--- config.mk ---
export PLATFORM = sky130hd
export DESIGN_NAME = rrft_match_unit
export DESIGN_NICKNAME = d
export VERILOG_FILES = /design/src/rtl/rrft_pkg.sv /design/src/rtl/rrft_match_unit.sv
export SDC_FILE = /design/constraint.sdc
export NUM_CORES = 1
export LEC_CHECK = 0
export CELL_PAD_IN_SITES_DETAIL_PLACEMENT = 0
export CELL_PAD_IN_SITES_GLOBAL_PLACEMENT = 1
export CORE_ASPECT_RATIO = 1.4
export CORE_MARGIN = 2
export CORE_UTILIZATION = 49
export DETAILED_ROUTE_END_ITERATION = 12
export DONT_BUFFER_PORTS = 1
export GPL_TIMING_DRIVEN = 0
export PLACE_DENSITY = 0.92
export SYNTH_ARGS = -nofsm -noshare
export SYNTH_HDL_FRONTEND = slang
export SYNTH_SLANG_ARGS = --single-unit
--- constraint.sdc ---
create_clock -name vclk -period 7.6
set_clock_uncertainty 0.05 [all_clocks]
set_input_delay 1.52 -clock vclk [all_inputs]
set_output_delay 1.52 -clock vclk [all_outputs]
set_load 0.1 [all_outputs]
--- src/rtl/rrft_pkg.sv ---
`timescale 1ns / 1ps

package rrft_pkg;

    // Width of the rules_held result field.
    localparam int HELD_W = 7;

    // Request action codes.
    localparam logic [1:0] ACT_ADD    = 2'd0;
    localparam logic [1:0] ACT_DELETE = 2'd1;
    localparam logic [1:0] ACT_CHECK  = 2'd2;

    // Result status codes.
    typedef enum logic [2:0] {
        ST_ADDED     = 3'd0,
        ST_INVALID   = 3'd1,
        ST_DELETED   = 3'd2,
        ST_NOT_FOUND = 3'd3,
        ST_ACCEPTED  = 3'd4,
        ST_REJECTED  = 3'd5,
        ST_FULL      = 3'd6
    } status_t;

    // One stored rule. End values are zero when the matching range flag is clear.
    typedef struct packed {
        logic [31:0] ip_start;
        logic [31:0] ip_end;
        logic        ip_ranged;
        logic [15:0] port_start;
        logic [15:0] port_end;
        logic        port_ranged;
    } rule_t;

    // Sequencer states.
    typedef enum logic [2:0] {
        S_IDLE,
        S_START,
        S_SCAN,
        S_MOVE,
        S_WRITE,
        S_RESP
    } state_t;

endpackage

--- src/rtl/rrft_match_unit.sv ---
`timescale 1ns / 1ps

module rrft_match_unit
    import rrft_pkg::*;
(
    input  logic  is_check,
    input  rule_t req,
    input  rule_t entry,
    output logic  match
);

    logic addr_hit;
    logic port_hit;

    // A check covers the address inclusively at both ends; the port range
    // excludes its start unless the port equals the start exactly.
    always_comb
    begin
        addr_hit = (req.ip_start == entry.ip_start) ||
                   (entry.ip_ranged && (req.ip_start >= entry.ip_start) &&
                    (req.ip_start <= entry.ip_end));
        port_hit = (req.port_start == entry.port_start) ||
                   (entry.port_ranged && (req.port_start > entry.port_start) &&
                    (req.port_start <= entry.port_end));
        if (is_check)
        begin
            match = addr_hit && port_hit;
        end
        else
        begin
            match = (req == entry);
        end
    end

endmodule
**Word level (Yosys, flattened, before mapping)**

Cells that the tools add are included.

- Output and inout bits: 1
- Word-level logic and storage cells: 15
- Flip-flop bits (word level): 0
- Bits of input ports: 197

- Equality and inequality tests: 3
- Reduce and logical (&&, ||, !) cells: 7
- Order comparisons: 4
- Multiplexer cells: 1

Operators with widths:

| cell | number |
|---|---|
| $eq 98x98->1 | 1 |
| $eq 32x32->1 | 1 |
| $ge 32x32->1 | 1 |
| $le 32x32->1 | 1 |
| $eq 16x16->1 | 1 |
| $gt 16x16->1 | 1 |
| $le 16x16->1 | 1 |
| $logic_and 1x1->1 | 5 |
| $logic_or 1x1->1 | 2 |
| $mux 1 | 1 |

**Depth between registers and ports, before layout**

- Depth after elaboration: 6
- Depth in mapped cells: 9
- Depth with buffers taken out: 9

**Worst setup path before layout**

No wires, ideal clock.

- Path type: in2out
- Start point: input entry[35] (netlist name)
- End point: output match
- Cell stages on the path: 9
- Data required time: 6,030 ps
- Path slack: 2,449 ps
- Data arrival time: 3,581 ps
- Path buffers: 0
- Cells stage by stage: inv_1 ha_1 nor2b_1 o211ai_1 a21boi_0 or4b_1 a21oi_1 a311o_1 o211a_1

- Cells in the longest elaborated chain, start to end: 5
- Elaborated cells between the ends (all ways): 6
- Classes of those cells: order compare (1); eq/ne (1); mux (1); reduce/logical (3)

RTL lines:

| element | RTL line | RTL |
|---|---|---|
| start, declared | rrft_match_unit.sv:8 | `input rule_t entry,` |
| $le 32x32->1 | rrft_match_unit.sv:21 | `(req.ip_start <= entry.ip_end));` |
| $logic_and 1x1->1 | rrft_match_unit.sv:20 | `(entry.ip_ranged && (req.ip_start >= entry.ip_start) &&` |
| $logic_or 1x1->1 | rrft_match_unit.sv:19 | `addr_hit = (req.ip_start == entry.ip_start) \|\|` |
| $logic_and 1x1->1 | rrft_match_unit.sv:27 | `match = addr_hit && port_hit;` |
| $mux 1 * | rrft_match_unit.sv:25 | `if (is_check)` |
| end, declared | rrft_match_unit.sv:9 | `output logic match` |

Every way passes the cells marked *; elsewhere a longest branch is shown, timed or not.

**Final worst setup path**

- Start point: input entry[89] (netlist name)
- End point: output match

- Cells in the longest elaborated chain, start to end: 6
- Elaborated cells between the ends (all ways): 8
- Classes of those cells: order compare (1); eq/ne (2); mux (1); reduce/logical (4)

RTL lines:

| element | RTL line |
|---|---|
| $ge 32x32->1 | rrft_match_unit.sv:20 |
| $logic_and 1x1->1 (2 in a row) | rrft_match_unit.sv:20 |
| $logic_or 1x1->1 | rrft_match_unit.sv:19 |
| $logic_and 1x1->1 | rrft_match_unit.sv:27 |
| $mux 1 * | rrft_match_unit.sv:25 |

Marked as above.

==> results.json <==
{
  "place_congestion": 0.861,
  "path_buf_inv": 1,
  "wl_per_cell_um": 17.5,
  "synth_largest_area_cell": "ha_1",
  "postLayoutCellArea_um2": 3060,
  "chipWidth_um": 69.8,
  "critPathCaptureType": "output pin",
  "dieArea_um2": 6710,
  "combPwrFrac": 1.000,
  "sw_frac_of_total": 0.509,
  "final_common_cell": "inv_1",
  "setup_ws_ps": 1780,
  "leakage_uw": 0.00177,
  "cts_resized": 0,
  "cp.depth": 9,
  "drc": 0,
  "synth_area_um2": 2970,
  "crit_family": "simple AND/OR/NAND/NOR gates",
  "regArea_um2": 0,
  "min_period_ps": 5820,
  "worstPathMaxFanout": 3,
  "start_util": 0.507,
  "ys_seq_area_frac": 0,
  "critPathSlowestCell": "o211a_1",
  "worstSetupPathType": "primary input to output pin",
  "clkPwrFrac": 0,
  "grt_use_total": 0.234,
  "finalSetupTns_ps": 0,
  "p_int_uw": 66.8,
  "ant_nets": 0,
  "syn_nets": 698,
  "grt_max_degree": 4,
  "worstHoldPathType": "primary input to output pin",
  "grt_pass1_wl_mm": 12.7,
  "syn_inst": 405,
  "cpPeakStageDelay_ps": 790,
  "cts_setup_buffers": 0,
  "relSlewSlack": 0.432,
  "maxCapViolations": 0,
  "core_region_area_um2": 5860,
  "finalHoldViolCount": 0,
  "overflow": 0,
  "synth.top_cells.by_area": "ha_1 (40%), inv_1 (12%), xor2_1 (8.5%)",
  "die_h_um": 96.2,
  "avgSynthCellArea_um2": 7.34,
  "worst_pin_slew_ps": 853,
  "seq_cells": 0,
  "start_kind": "primary input",
  "place_hpwl_mm": 8.06,
  "final_cell_mix": "inv_1 (97), ha_1 (96), a21oi_1 (37), xor2_1 (29), nand2_1 (22)",
  "nets": 700,
  "power_density_nw_per_um2": 44.4,
  "grt_pass1_vias": 2911,
  "clockBufferCount": 0,
  "row_count": 33,
  "vias_per_cell": 5.92,
  "setup_viol": 0,
  "ioPinCount": 198,
  "crit_end": "match",
  "diodes": 0,
  "layout-drive-gt1-share": 0.00988,
  "cp.arrival_ps": 4250,
  "power.total_uw": 136,
  "area_delta_synth_final_pct": 2.95,
  "antenna_found_initial": 0,
  "vias": 2813,
  "holdBufCountCts": 0,
  "final-max-slew-violation-count": 0,
  "period_share": 0.766,
  "first_iter_violations": 53,
  "rsz0062_at_grt": "no",
  "dpl_worst_slack_ps": 1740,
  "timing.fmax_ghz": 0.172,
  "cp_data_required_time_ps": 6030,
  "path_cells": "inv_1 > ha_1 > nand4_1 > nor4_1 > nand2_1 > nor3_1 > a31oi_1 > o32ai_1 > o211a_1",
  "vdd.ir_drop.worst_mv": 0.0208,
  "yosysWarnings": 0,
  "port-buffer-count": 0,
  "fillers": 607,
  "totalWireLength_mm": 8.30,
  "yosysUniqueCellTypes": 40,
  "p_switching_uw": 69.2,
  "netlist.area_leader.share": 0.404,
  "cp-startpoint": "entry[89]",
  "outcome": "finished clean",
  "sequentialPowerShare": 0,
  "dr.pass1.iters": 6,
  "place_area_um2": 3060
}
[synthesized netlist by cell type]
cell       count
a22oi_1        1
o32ai_1        1
o2bb2ai_1      2
a211oi_1       3
a221o_1        3
inv_1         97
o221a_2        1
nor4_1        11
o211ai_1       2
xnor2_1       14
a21o_2         1
and2_0         1
nand2_1       22
a222oi_1       1
o31ai_1        1
nand3_1       10
or4b_1         1
a21oi_1       37
o211a_1        1
xor2_1        29
o21ai_0        8
ha_1          96
and4_1         5
nand4_1       18
nor3b_1        1
o22ai_1        1
a21boi_0       1
a21o_1        12
nor2b_1        4
a221oi_1       3
a2111oi_0      1
and4_4         1
a31oi_1        1
o31a_1         1
nor3_1         2
nor2_1         7
nor4b_4        1
o21bai_1       1
a311o_1        1
or4_1          1
[power by group through the flow]
stage	sequential (uW)	combinational (uW)	clock (uW)
floorplan	0	109	0
global placement	0	132	0
detailed placement	0	137	0
CTS	0	138	0
global route	0	161	0
finish	0	136	0
[layout make-up]
class	instances	area, um^2	share of cell area
well taps	70	87.6	0.0286
inverters	97	364	0.119
multi-input cells	308	2610	0.852
[how the worst min path moves through the flow]
stage               cells past startpoint  endpoint  slack [ps]      start
floorplan                               3     match        3540   entry[0]
global placement                        2     match        3630  entry[33]
detailed placement                      2     match        3630  entry[33]
CTS                                     2     match        3630  entry[33]
global route                            2     match        3650  entry[33]
finish                                  2     match        3630  entry[33]
[stage by stage]
step	std cells	hold slack, ps	utilization
finish	475	3630	0.522
global route	475	3650	0.522
CTS	475	3630	0.522
detailed placement	475	3630	0.522
global placement	475	3630	0.522
floorplan	405	3540	-
[routing by layer]
layer	global-route usage	vias up	wire length, um
li1	-	1430	-
met1	0.218	1252	2770
met2	0.524	131	4790
met3	0.0607	0	742
met4	0	0	0
met5	0	-	0
[kinds of logic after synthesis]
kind of cell	count (synthesis)	share of synthesized area
buffers and inverters	97	0.122
XOR/XNOR	43	0.127
AO/OA/AOI/OAI	84	0.184
AND/OR/NAND/NOR	85	0.163
adder cells (fa/ha/maj)	96	0.404
(Power assumes the default switching activity.)
